## config.mk

```make
export PLATFORM = sky130hd
export DESIGN_NAME = direct_mapped_translation_cache_flat
export DESIGN_NICKNAME = d
export VERILOG_FILES = /design/src/rtl/dmtc_pkg.sv /design/src/rtl/dmtc_if.sv /design/src/rtl/dmtc_ram.sv /design/src/rtl/dmtc_slot_div.sv /design/src/rtl/dmtc_valid_masks.sv /design/src/rtl/direct_mapped_translation_cache.sv /design/src/flat_wrapper.sv
export SDC_FILE = /design/constraint.sdc
export NUM_CORES = 2
export LEC_CHECK = 0
export ABC_AREA = 0
export BUFFER_PORTS_ARGS = -buffer_cell sky130_fd_sc_hd__buf_4
export CAP_MARGIN = 20
export CORE_MARGIN = 5
export CORE_UTILIZATION = 41
export DETAILED_ROUTE_END_ITERATION = 7
export HOLD_SLACK_MARGIN = 0.12
export PLACE_DENSITY = 0.63
export SETUP_SLACK_MARGIN = 0.3
export SLEW_MARGIN = 20
export SYNTH_ARGS = -nofsm -noshare
export SYNTH_HDL_FRONTEND = slang
export SYNTH_HIERARCHICAL = 1
export SYNTH_SLANG_ARGS = --single-unit
export TNS_END_PERCENT = 50
```

## constraint.sdc

```tcl
create_clock -name clk -period 28.6 [get_ports clk]
set_clock_uncertainty 0.2 [all_clocks]
set_input_delay 5.72 -clock clk [delete_from_list [all_inputs] [get_ports clk]]
set_output_delay 5.72 -clock clk [all_outputs]
set_load 0.03 [all_outputs]
```

## src/rtl/dmtc_pkg.sv

```systemverilog
// Shared types and constants of the direct-mapped translation cache.
package dmtc_pkg;

  localparam int ADDR_W     = 32;
  localparam int PAGE_SHIFT = 12;
  localparam int VPAGE_W    = ADDR_W - PAGE_SHIFT;
  localparam int COUNT_W    = 5;
  localparam int RANGE_LIMIT = 16;
  // Fixed-point scale of the reciprocal used to split a page number into slot and rest.
  localparam int RECIP_SHIFT = VPAGE_W;

  typedef enum logic [2:0] {
    OP_LOOKUP_RD = 3'd0,
    OP_LOOKUP_WR = 3'd1,
    OP_INSERT_RD = 3'd2,
    OP_INSERT_WR = 3'd3,
    OP_INVAL_RD  = 3'd4,
    OP_INVAL_WR  = 3'd5,
    OP_INVAL_ALL = 3'd6
  } op_t;

  typedef struct packed {
    logic               en;
    op_t                op;
    logic [COUNT_W-1:0] count;
  } mask_cmd_t;

endpackage

```

## src/rtl/dmtc_if.sv

```systemverilog
// Request and response channel interfaces of the translation cache.
interface dmtc_req_if import dmtc_pkg::*; ();
  logic               valid;
  logic               ready;
  logic [2:0]         opcode;
  logic [ADDR_W-1:0]  virt_addr;
  logic [ADDR_W-1:0]  phys_addr;
  logic [COUNT_W-1:0] range_count;

  modport source (output valid, opcode, virt_addr, phys_addr, range_count, input ready);
  modport sink (input valid, opcode, virt_addr, phys_addr, range_count, output ready);
endinterface

interface dmtc_rsp_if import dmtc_pkg::*; ();
  logic              valid;
  logic              ready;
  logic              hit;
  logic [ADDR_W-1:0] phys_page;

  modport source (output valid, hit, phys_page, input ready);
  modport sink (input valid, hit, phys_page, output ready);
endinterface

```

## src/rtl/dmtc_ram.sv

```systemverilog
// Generic single-write, single-read RAM with a registered read port.
module dmtc_ram #(
  parameter int WIDTH = 8,
  parameter int DEPTH = 16,
  localparam int AW = (DEPTH > 1) ? $clog2(DEPTH) : 1
) (
  input  logic             clk,
  input  logic             we,
  input  logic [AW-1:0]    waddr,
  input  logic [WIDTH-1:0] wdata,
  input  logic             re,
  input  logic [AW-1:0]    raddr,
  output logic [WIDTH-1:0] rdata
);

  logic [WIDTH-1:0] mem [DEPTH];

  always_ff @(posedge clk) begin
    if (we) begin
      mem[waddr] <= wdata;
    end
    if (re) begin
      rdata <= mem[raddr];
    end
  end

endmodule

```

## src/rtl/dmtc_slot_div.sv

```systemverilog
// Page number to slot reduction: reciprocal multiply, then one correction step.
module dmtc_slot_div import dmtc_pkg::*; #(
  parameter int ENTRIES = 64,
  localparam int IDX_W = $clog2(ENTRIES)
) (
  input  logic               clk,
  input  logic               en,
  input  logic [VPAGE_W-1:0] vpage_in,
  output logic [VPAGE_W-1:0] vpage,
  output logic [IDX_W-1:0]   slot
);

  localparam logic [VPAGE_W-1:0] RECIP = VPAGE_W'((1 << RECIP_SHIFT) / ENTRIES);
  localparam int QN_W = VPAGE_W + IDX_W + 1;

  logic [2*VPAGE_W-1:0] prod;
  logic [VPAGE_W-1:0]   quot;
  logic [QN_W-1:0]      quot_n;
  logic [VPAGE_W-1:0]   rem;
  logic [IDX_W:0]       rem_lo;
  logic [IDX_W:0]       rem_fix;

  assign prod = (2*VPAGE_W)'(vpage_in) * (2*VPAGE_W)'(RECIP);

  // The estimate is the true quotient or one less, so the rest stays below twice ENTRIES.
  always_ff @(posedge clk) begin
    if (en) begin
      quot  <= prod[2*VPAGE_W-1:RECIP_SHIFT];
      vpage <= vpage_in;
    end
  end

  assign quot_n  = QN_W'(quot) * QN_W'(ENTRIES);
  assign rem     = vpage - quot_n[VPAGE_W-1:0];
  assign rem_lo  = rem[IDX_W:0];
  assign rem_fix = (rem_lo >= (IDX_W+1)'(ENTRIES)) ? rem_lo - (IDX_W+1)'(ENTRIES) : rem_lo;
  assign slot    = rem_fix[IDX_W-1:0];

endmodule

```

## src/rtl/dmtc_valid_masks.sv

```systemverilog
// Read-valid, write-valid and written masks with insert, range invalidate and invalidate-all updates.
module dmtc_valid_masks import dmtc_pkg::*; #(
  parameter int ENTRIES = 64,
  localparam int IDX_W = $clog2(ENTRIES)
) (
  input  logic             clk,
  input  logic             rst,
  input  mask_cmd_t        cmd,
  input  logic [IDX_W-1:0] slot,
  output logic             rd_bit,
  output logic             wr_bit,
  output logic             written_bit
);

  localparam int SUM_W = ((IDX_W > COUNT_W) ? IDX_W : COUNT_W) + 1;

  logic [ENTRIES-1:0] rd_mask;
  logic [ENTRIES-1:0] wr_mask;
  logic [ENTRIES-1:0] written;
  logic [ENTRIES-1:0] rd_mask_next;
  logic [ENTRIES-1:0] wr_mask_next;
  logic [ENTRIES-1:0] written_next;
  logic [ENTRIES-1:0] span;
  logic [SUM_W-1:0]   span_end;
  logic               clear_whole;

  assign span_end    = SUM_W'(slot) + SUM_W'(cmd.count);
  assign clear_whole = (cmd.count > COUNT_W'(RANGE_LIMIT));

  // Span of slots hit by a range invalidate; it stops at the last slot and never wraps.
  always_comb begin
    for (int i = 0; i < ENTRIES; i++) begin
      span[i] = (SUM_W'(i) >= SUM_W'(slot)) && (SUM_W'(i) < span_end);
    end
  end

  always_comb begin
    rd_mask_next = rd_mask;
    wr_mask_next = wr_mask;
    written_next = written;
    if (cmd.en) begin
      case (cmd.op)
        OP_LOOKUP_RD, OP_LOOKUP_WR: begin
        end
        OP_INSERT_RD: begin
          rd_mask_next[slot] = 1'b1;
          written_next[slot] = 1'b1;
        end
        OP_INSERT_WR: begin
          wr_mask_next[slot] = 1'b1;
          written_next[slot] = 1'b1;
        end
        OP_INVAL_RD: begin
          rd_mask_next = clear_whole ? '0 : (rd_mask & ~span);
        end
        OP_INVAL_WR: begin
          wr_mask_next = clear_whole ? '0 : (wr_mask & ~span);
        end
        OP_INVAL_ALL: begin
          rd_mask_next = '0;
          wr_mask_next = '0;
        end
        default: begin
        end
      endcase
    end
  end

  always_ff @(posedge clk) begin
    if (rst) begin
      rd_mask <= '0;
      wr_mask <= '0;
      written <= '0;
    end else begin
      rd_mask <= rd_mask_next;
      wr_mask <= wr_mask_next;
      written <= written_next;
    end
  end

  assign rd_bit      = rd_mask[slot];
  assign wr_bit      = wr_mask[slot];
  assign written_bit = written[slot];

  a_insert_rd_sets: assert property (@(posedge clk) disable iff (rst)
    (cmd.en && cmd.op == OP_INSERT_RD) |=> (rd_mask[$past(slot)] && written[$past(slot)]))
    else $error("read insert did not validate its slot");

  a_insert_rd_keeps_wr: assert property (@(posedge clk) disable iff (rst)
    (cmd.en && cmd.op == OP_INSERT_RD) |=> $stable(wr_mask))
    else $error("read insert changed the write mask");

  a_inval_all_clears: assert property (@(posedge clk) disable iff (rst)
    (cmd.en && cmd.op == OP_INVAL_ALL) |=> (rd_mask == '0 && wr_mask == '0))
    else $error("invalidate all left a valid slot");

endmodule

```

## src/rtl/direct_mapped_translation_cache.sv

```systemverilog
// Path: an accepted item moves through registers A, B, C and D to the result register R.
// Throughput: one item per cycle; a held result stalls the whole pipeline, and the
//   request side is ready whenever the result register is empty or being taken.
// Reset: the valid masks and per-slot written bits clear on reset, so unwritten
//   slots read as zero at once; no clearing pass is needed and items are taken right away.
module direct_mapped_translation_cache import dmtc_pkg::*; #(
  parameter int ENTRIES = 64
) (
  input logic       clk,
  input logic       rst,
  dmtc_req_if.sink  req,
  dmtc_rsp_if.source rsp
);

  localparam int IDX_W = $clog2(ENTRIES);

  // The pipeline has five register levels:
  //   A  the accepted item (page numbers split out of the addresses),
  //   B  the reciprocal quotient inside the slot divider,
  //   C  the slot is known; masks are updated and the RAM is written or read here,
  //   D  the RAM read data and the sampled mask bits are present,
  //   R  the result register that drives the response channel.
  // Every item touches state only in stage C, in order, so an insert is seen by the
  // very next item without any forwarding.

  logic advance;

  // Stage A
  logic               a_valid;
  op_t                a_op;
  logic [VPAGE_W-1:0] a_vpage;
  logic [VPAGE_W-1:0] a_ppage;
  logic [COUNT_W-1:0] a_count;

  // Stage B
  logic               b_valid;
  op_t                b_op;
  logic [VPAGE_W-1:0] b_ppage;
  logic [COUNT_W-1:0] b_count;
  logic [VPAGE_W-1:0] b_vpage;
  logic [IDX_W-1:0]   b_slot;

  // Stage C
  logic               c_valid;
  op_t                c_op;
  logic [VPAGE_W-1:0] c_vpage;
  logic [VPAGE_W-1:0] c_ppage;
  logic [COUNT_W-1:0] c_count;
  logic [IDX_W-1:0]   c_slot;
  logic               c_insert;
  logic               c_rd_bit;
  logic               c_wr_bit;
  logic               c_written;
  mask_cmd_t          mask_cmd;

  // Stage D
  logic                 d_valid;
  logic                 d_lookup;
  logic                 d_vbit;
  logic                 d_written;
  logic [VPAGE_W-1:0]   d_vpage;
  logic [2*VPAGE_W-1:0] d_entry;
  logic [VPAGE_W-1:0]   d_tag;
  logic [VPAGE_W-1:0]   d_page;
  logic                 d_hit;

  // Result register
  logic              rsp_valid;
  logic              rsp_hit;
  logic [ADDR_W-1:0] rsp_page;

  // The whole pipeline moves together; it only stops while a result is held.
  assign advance   = !rsp_valid || rsp.ready;
  assign req.ready = advance;

  always_ff @(posedge clk) begin
    if (rst) begin
      a_valid   <= 1'b0;
      b_valid   <= 1'b0;
      c_valid   <= 1'b0;
      d_valid   <= 1'b0;
      rsp_valid <= 1'b0;
    end else if (advance) begin
      a_valid   <= req.valid;
      b_valid   <= a_valid;
      c_valid   <= b_valid;
      d_valid   <= c_valid;
      rsp_valid <= d_valid;
    end
  end

  always_ff @(posedge clk) begin
    if (advance) begin
      a_op    <= op_t'(req.opcode);
      a_vpage <= req.virt_addr[ADDR_W-1:PAGE_SHIFT];
      a_ppage <= req.phys_addr[ADDR_W-1:PAGE_SHIFT];
      a_count <= req.range_count;
      b_op    <= a_op;
      b_ppage <= a_ppage;
      b_count <= a_count;
    end
  end

  dmtc_slot_div #(.ENTRIES(ENTRIES)) u_slot_div (
    .clk      (clk),
    .en       (advance),
    .vpage_in (a_vpage),
    .vpage    (b_vpage),
    .slot     (b_slot)
  );

  always_ff @(posedge clk) begin
    if (advance) begin
      c_op    <= b_op;
      c_vpage <= b_vpage;
      c_ppage <= b_ppage;
      c_count <= b_count;
      c_slot  <= b_slot;
    end
  end

  // State access of stage C: masks, then the shared tag and page RAM.
  assign mask_cmd.en    = advance && c_valid;
  assign mask_cmd.op    = c_op;
  assign mask_cmd.count = c_count;

  dmtc_valid_masks #(.ENTRIES(ENTRIES)) u_masks (
    .clk         (clk),
    .rst         (rst),
    .cmd         (mask_cmd),
    .slot        (c_slot),
    .rd_bit      (c_rd_bit),
    .wr_bit      (c_wr_bit),
    .written_bit (c_written)
  );

  assign c_insert = (c_op == OP_INSERT_RD) || (c_op == OP_INSERT_WR);

  dmtc_ram #(.WIDTH(2*VPAGE_W), .DEPTH(ENTRIES)) u_entry_ram (
    .clk   (clk),
    .we    (advance && c_valid && c_insert),
    .waddr (c_slot),
    .wdata ({c_vpage, c_ppage}),
    .re    (advance),
    .raddr (c_slot),
    .rdata (d_entry)
  );

  always_ff @(posedge clk) begin
    if (advance) begin
      d_lookup  <= (c_op == OP_LOOKUP_RD) || (c_op == OP_LOOKUP_WR);
      d_vbit    <= (c_op == OP_LOOKUP_RD) ? c_rd_bit : c_wr_bit;
      d_written <= c_written;
      d_vpage   <= c_vpage;
    end
  end

  // A slot never written since reset reads as a zero tag and zero page.
  assign d_tag  = d_written ? d_entry[2*VPAGE_W-1:VPAGE_W] : '0;
  assign d_page = d_written ? d_entry[VPAGE_W-1:0] : '0;
  assign d_hit  = d_lookup && d_vbit && (d_tag == d_vpage);

  // Lookups report the stored page whether or not they hit; other operations report zero.
  always_ff @(posedge clk) begin
    if (advance) begin
      rsp_hit  <= d_hit;
      rsp_page <= d_lookup ? {d_page, {PAGE_SHIFT{1'b0}}} : '0;
    end
  end

  assign rsp.valid     = rsp_valid;
  assign rsp.hit       = rsp_hit;
  assign rsp.phys_page = rsp_page;

  a_slot_in_range: assert property (@(posedge clk) disable iff (rst)
    b_valid |-> (b_slot < IDX_W'(ENTRIES - 1) || b_slot == IDX_W'(ENTRIES - 1)))
    else $error("slot divider produced a slot past the last entry");

  a_hit_needs_write: assert property (@(posedge clk) disable iff (rst)
    (d_valid && d_hit) |-> d_written)
    else $error("hit reported on a slot that was never written");

  a_non_lookup_zero: assert property (@(posedge clk) disable iff (rst)
    (advance && d_valid && !d_lookup) |=> (rsp_valid && !rsp_hit && rsp_page == '0))
    else $error("non-lookup operation produced a nonzero result");

endmodule
```

## src/flat_wrapper.sv

```systemverilog
// flat-port wrapper written by rule: the top's interface ports become plain ports
module direct_mapped_translation_cache_flat import dmtc_pkg::*;
#(
  parameter int ENTRIES = 64
)
  (clk, rst, req_valid, req_opcode, req_virt_addr, req_phys_addr, req_range_count, req_ready, rsp_valid, rsp_hit, rsp_phys_page, rsp_ready);
  dmtc_req_if req_i ();
  dmtc_rsp_if rsp_i ();
  input logic clk;
  input logic rst;
  input wire logic [$bits(req_i.valid)-1:0] req_valid;
  input wire logic [$bits(req_i.opcode)-1:0] req_opcode;
  input wire logic [$bits(req_i.virt_addr)-1:0] req_virt_addr;
  input wire logic [$bits(req_i.phys_addr)-1:0] req_phys_addr;
  input wire logic [$bits(req_i.range_count)-1:0] req_range_count;
  output wire logic [$bits(req_i.ready)-1:0] req_ready;
  output wire logic [$bits(rsp_i.valid)-1:0] rsp_valid;
  output wire logic [$bits(rsp_i.hit)-1:0] rsp_hit;
  output wire logic [$bits(rsp_i.phys_page)-1:0] rsp_phys_page;
  input wire logic [$bits(rsp_i.ready)-1:0] rsp_ready;
  assign req_i.valid = req_valid;
  assign req_i.opcode = req_opcode;
  assign req_i.virt_addr = req_virt_addr;
  assign req_i.phys_addr = req_phys_addr;
  assign req_i.range_count = req_range_count;
  assign req_ready = req_i.ready;
  assign rsp_valid = rsp_i.valid;
  assign rsp_hit = rsp_i.hit;
  assign rsp_phys_page = rsp_i.phys_page;
  assign rsp_i.ready = rsp_ready;
  direct_mapped_translation_cache #(.ENTRIES(ENTRIES)) u_core (.clk(clk), .rst(rst), .req(req_i), .rsp(rsp_i));
endmodule
```

# Word-level counts from Yosys, hierarchy flattened
# Memory sizes are Yosys's and may differ from the RTL's. A register that Yosys moved wholly into a read port is not among the register bits.
# Cells that the tools add are included.
# word_totals
elab_cells	274
inputBits	76
rom_bits	0
out_inout_bits	35
register_bits	404
latch_bits	0
ram_bits	2560
memories	1
# mem_list
name	depth	width	read_ports	rd_clocked_by_memory_dff	wr	line	source
u_core.u_entry_ram.mem	64	40	1	1	1	dmtc_ram.sv:16	logic [WIDTH-1:0] mem [DEPTH];
# classes
eq_ne	7
n_mul	0
bitwise	6
n_reduce_logical	80
n_lt_le_gt_ge	131
shift	0
n_mux	17
addsub	3
n_div	0
# op_table
cell	count
case mux 64 bit (3 select lines)	2
less-than comparator 6 x 7 -> 1 bit (first input constant)	32
bitwise OR 64 bit	3
greater-or-equal comparator 6 bit (first input constant)	31
AND 64 bit	2
two-way mux 64 bit	2
less-than comparator 5 x 7 -> 1 bit (first input constant)	16
greater-or-equal comparator 5 x 6 -> 1 bit (first input constant)	16
logical AND 1 bit	68
NOT 64 bit	1
less-than comparator 4 x 7 -> 1 bit (first input constant)	8
greater-or-equal comparator 4 x 6 -> 1 bit (first input constant)	8
less-than comparator 3 x 7 -> 1 bit (first input constant)	4
greater-or-equal comparator 3 x 6 -> 1 bit (first input constant)	4
== test 20 bit	1
two-way mux 20 bit	1
binary-select mux 1 bit (select 6 bit)	3
less-than comparator 1 x 7 -> 1 bit (first input constant)	2
less-than comparator 2 x 7 -> 1 bit (first input constant)	2
greater-or-equal comparator 1 x 6 -> 1 bit (first input constant)	2
greater-or-equal comparator 2 x 6 -> 1 bit (first input constant)	2
== test 3 bit (second input constant)	3
AND reduction 2 bit	4
adder 6 x 5 -> 7 bit	1
other kinds (16)	26

# Depth between registers and ports, before layout
# logic_depth
depth_word	7
depth_mapped	12
depth_no_buf	9

# Hierarchy
# Netlist, hierarchy kept.
# by_module_without_submodules
mod	n_inst	area_per_inst_um2	cells_each	seq_area_each_um2
dmtc_ram	1	98236.7	4195	78074.9
dmtc_valid_masks	1	10083.4	1150	3843.7
direct_mapped_translation_cache	1	6064.6	299	5325.1
dmtc_slot_div	1	645.6	26	600.6

# Worst setup path after synthesis
# No wires, ideal clock.
# synth_path
path_type	in2out
from	in rsp_ready
to	out req_ready
n_path_buf	1
t_arrival_ps	12558
required_ps	22680
setup_slack_ps	10122
stages	2
path_cell_list	nand2b_1 > clkbuf_1
# synth_via
elab_chain_cells	1
# synth_lines
element	line	source
start, declared	flat_wrapper.sv:20	input wire logic [$bits(rsp_i.ready)-1:0] rsp_ready;
logical OR 1 bit	direct_mapped_translation_cache.sv:73	assign advance = !rsp_valid || rsp.ready;
end, declared	flat_wrapper.sv:16	output wire logic [$bits(req_i.ready)-1:0] req_ready;
# No other way between the ends.

# Worst setup path in the final report
# Ends and elaborated chain as after synthesis.

==> results.md <==
- The worst flop-to-flop path startpoint is u_core/c_slot[0].
- The relative max-transition margin is 0.205.
- The setup slack of the worst register-to-register path is between 20,000 and 25,000 ps.
- Dividing the final minimum period by the clock period gives 0.431.
- The initial utilization of the core area, before any placement, comes to 0.412.
- Across all layers, the routed design uses about 60,000 vias.
- Summed over all nets, the switching power comes to ~2.0 mW.
- Clock tree synthesis inserted a total of approximately 310 buffers.
- The most used cell along the critical path is sky130_fd_sc_hd__buf_4.
- The peak ir drop on the vdd network is 45.0 µV.
- Internal power comes to 7.25 mW.
- The number of antenna violations at the first check in global routing is 2.
- The placeable core region is 279,000 µm².
- The critical-path cell with the highest stage delay is sky130_fd_sc_hd__nand2b_4.
- The largest net degree at the start of global routing is approximately 110.
- The sum of buffers and inverters on the critical path is 2.
- The logic depth of the worst register-to-register path is 11.
- Traced cell by cell, the critical path runs through buf_4, nand2b_4, buf_4.
- The sum of overflow across all layers after global routing is 0.
- In the global route stage, overall resource usage came out at 0.200.
- The critical path runs through a total of 3 cells.
- The capturing point of the worst reg2reg path is u_core/u_entry_ram/rdata[33].
- The sequential element share of the synthesized area is 0.764.
- Setup violations remaining at the end of the flow were counted as 0.
- In the final layout, the share of cells above drive strength 1 is 0.247.
- Grouping stages by cell kind, the critical path spends the most delay in buffers and inverters.
- The number of buffers inserted for hold repair after clock tree synthesis is 0.
- The total I/O pin count is 111.
- After synthesis the cells add up to 115,000 µm².
- The later pin in the worst-skew pair is clocked with a latency of 880 ps.
- The first-pass GRT wire length is 427,000 µm.
- The remaining antenna violation count is 0.
- Compared with the post-synthesis result, the final layout area differs by 13.4%.
- The placed wire-length estimate is 160,000 µm.
- Of all nets on the critical path, the largest fanout is 3.
- The total of cells resized after clock tree synthesis is 0.
- The width of the die is 540 µm.
- The path type of the worst min-delay path is flop to flop.
- The CTS H-tree depth is 5.
- The most common cell in the netlist is sky130_fd_sc_hd__edfxtp_1.
- For this block, the routed nets add up to roughly 300,000 µm of wire.
- After detailed routing, the average wire length per cell comes to 30.1 µm.
- In this design, the stage delay of the slowest critical-path cell is 270 ps.
- The flip-flop and latch count after synthesis is 2,991.
- The relative contribution of the clock network to total power is 0.422.
- The required time reported for the critical path endpoint is 22,680 ps.
- For this run, the leading register cell type out of synthesis is sky130_fd_sc_hd__edfxtp_1.
- The share of total power dissipated in sequential elements is 0.523.
- The origin of the worst setup path is rsp_ready.
- For met3 alone, demand over resource in global routing was 0.0317.
- For the pin with the worst max-slew slack, the measured transition is between 1000 and 1500 ps.
- Summing internal, switching and leakage power gives 9.25 mW.
- Clock-pin slew was measured on the worst setup and hold paths at approximately 60 ps.
- The total iterations of the first detailed-routing run is 6.
- The total number of placement rows is 194.
- The number of enable flip-flop cells after synthesis is ~2,800.
- The share of synthesized area in the top cell type comes to 0.729.
- In the global route stage, met1 resource usage came out at 0.275.
- The synthesized area divided by synthesized cell count is between 20 and 25 µm².
- Buffers added to address setup during post-CTS repair amount to 0.
- The setup TNS is 0 ps.
- Ranked by total cell area, the synthesized netlist is headed by sky130_fd_sc_hd__edfxtp_1, sky130_fd_sc_hd__mux4_2, sky130_fd_sc_hd__dfxtp_1.
- The ratio of total power to cell area is 70.9 nW/µm².
- The endpoint kind of the worst setup timing path is an output pin.
- The combinational power share is 0.056.
- The clock root buffer is sky130_fd_sc_hd__clkbuf_16.
- The smallest clock period supported by the final layout is computed as 12,320 ps.
- In this run the tool buffered the top-level ports with 74 buffer cells.
- The leakage power of the design is 40.9 nW.
- The net count of the finished layout is roughly 6,000.
- TritonCTS built the clock tree.
- The critical path is of the input port to output pin type.
- The capturing element of the worst setup path is req_ready.
- The remaining design rule violation count is 0.
- Clock tree synthesis found a total of 2,991 sinks.
- In this run, the number of DRC markers left after iteration 0 of detailed routing was 7,038.
- The max-slew violation count came to 0.
- Setup repair after global routing left no endpoint under its margin.
- The fraction of registers with async set/reset is 0.
- The number of global-route vias before repair is 59,500.
- Across the run, the number of max-cap violations was 0.
- The average via count per standard cell is 5.95.
- The highest-utilization routing layer at the global route stage is met2.
- The number of hold violations in the final report came to 0.
- The flow ran to the end, and the final reports show no timing, DRC or antenna violations.
- Of the total power, the share spent switching nets is 0.217.
- The die area is 291,000 µm².
- Yosys mapped the design onto 77 distinct sky130hd cell types.
- The sort of element at the start of the critical path is an input port.
- Of all cell types, the one taking the most synthesized area is sky130_fd_sc_hd__edfxtp_1.
- The arrival time at the worst endpoint is between 6000 and 7000 ps.
- The global-route met2 utilization is 0.327.
- The routability congestion estimate from global placement is 0.899.
- Static timing analysis puts the maximum clock frequency at 81.1 MHz.
- Yosys printed 6 warnings.
- The die is 540 µm tall.
- The commonest cells after synthesis are sky130_fd_sc_hd__edfxtp_1, sky130_fd_sc_hd__mux4_2, sky130_fd_sc_hd__a21oi_1, sky130_fd_sc_hd__nor2_1, sky130_fd_sc_hd__dfxtp_1.
- The number of standard cells after synthesis is around 5,700.
- No sink is reached through more buffers than the 4 on the longest clock path.
-- cell type report --
cell class              instances  area (µm²)
diodes                          7        17.5
clock buffers                 399        8340
clock inverters               160        1420
fillers                     23000      149000
inverters                      16        60.1
multi-input cells            2308       25900
flip-flops and latches       2991       87800
well taps                    3724        4660
repair buffers                273        2160
-- power groups by stage --
stage                     clock network, mW  registers (mW)  logic [mW]
final                                  3.90            4.84       0.515
after global routing                   4.16            4.84       0.544
after CTS                              3.97            4.84       0.517
after detailed placement                  0            4.93       0.515
after global placement                    0            4.93       0.508
after floorplan                           0            4.96       0.296
-- sequential cells by signal, summed over array words and instances (netlist names), 3 cells and up --
signal	flops
u_core/u_entry_ram/mem	2560
u_core/u_masks/rd_mask	64
u_core/u_masks/wr_mask	64
u_core/u_masks/written	64
u_core/u_entry_ram/rdata	40
u_core/a_ppage	20
u_core/a_vpage	20
u_core/b_ppage	20
u_core/c_ppage	20
u_core/c_vpage	20
u_core/d_vpage	20
u_core/rsp.phys_page	20
u_core/u_slot_div/vpage	20
u_core/c_slot	6
u_core/a_count	5
u_core/b_count	5
u_core/c_count	5
u_core/a_op	3
u_core/b_op	3
u_core/c_op	3
-- cells by family after synthesis --
kind of cell,Yosys count,share of synthesized area
AND/OR/NAND/NOR,602,0.0253
buffers and inverters,382,0.0165
flip-flops,2991,0.764
AO/OA/AOI/OAI,853,0.0481
XOR/XNOR,11,0.000903
adder cells (fa/ha/maj),6,0.000718
other,1,0.0000326
multiplexers,824,0.145
-- per-stage QoR --
stage | hold WS [ps] | instances | setup slack [ps] | util | instance area (µm²)
6_report | 200 | 9878 | 16280 | 0.467 | 130000
5_1_grt | 218 | 9873 | 16250 | 0.467 | 130000
4_1_cts | 202 | 9870 | 16250 | 0.467 | 130000
3_5_place_dp | 205 | 9311 | 16260 | 0.432 | 121000
3_3_place_gp | 201 | 9311 | 16250 | 0.432 | 121000
2_1_floorplan | 200 | 5681 | 10120 | - | 115000
-- layout by cell type (no fill, tap or decap), types with 52 or more instances in the layout --
master	Yosys	routed
sky130_fd_sc_hd__o21ai_0	60	60
sky130_fd_sc_hd__buf_4	69	264
sky130_fd_sc_hd__a211oi_1	67	67
sky130_fd_sc_hd__edfxtp_1	2794	2794
sky130_fd_sc_hd__o22ai_1	148	148
sky130_fd_sc_hd__nor3_1	56	52
sky130_fd_sc_hd__mux2i_1	117	117
sky130_fd_sc_hd__nor2_1	257	188
sky130_fd_sc_hd__nor2_4	1	65
sky130_fd_sc_hd__mux4_2	668	668
sky130_fd_sc_hd__a21oi_1	280	280
sky130_fd_sc_hd__nand2_1	82	81
sky130_fd_sc_hd__dfxtp_1	197	197
sky130_fd_sc_hd__clkinv_1	2	71
sky130_fd_sc_hd__clkbuf_16	0	319
sky130_fd_sc_hd__clkbuf_1	155	74
-- how the worst min path moves through the flow --
stage                       start                           to  depth (start not counted)
2_1_floorplan   u_core/a_count[0]            u_core/b_count[0]                          0
4_1_cts         u_core/a_ppage[2]            u_core/b_ppage[2]                          0
3_3_place_gp   u_core/a_ppage[12]           u_core/b_ppage[12]                          0
6_report       u_core/a_vpage[10]  u_core/u_slot_div/vpage[10]                          0
3_5_place_dp   u_core/a_vpage[17]  u_core/u_slot_div/vpage[17]                          0
5_1_grt         u_core/a_ppage[2]            u_core/b_ppage[2]                          0
-- metal layers --
layer | routed length [µm] | vias to the layer above
li1 | - | 24200
met1 | 121000 | 31500
met2 | 145000 | 2528
met3 | 21100 | 515
met4 | 10700 | 0
met5 | 0 | -
(Power assumes the default switching activity.)
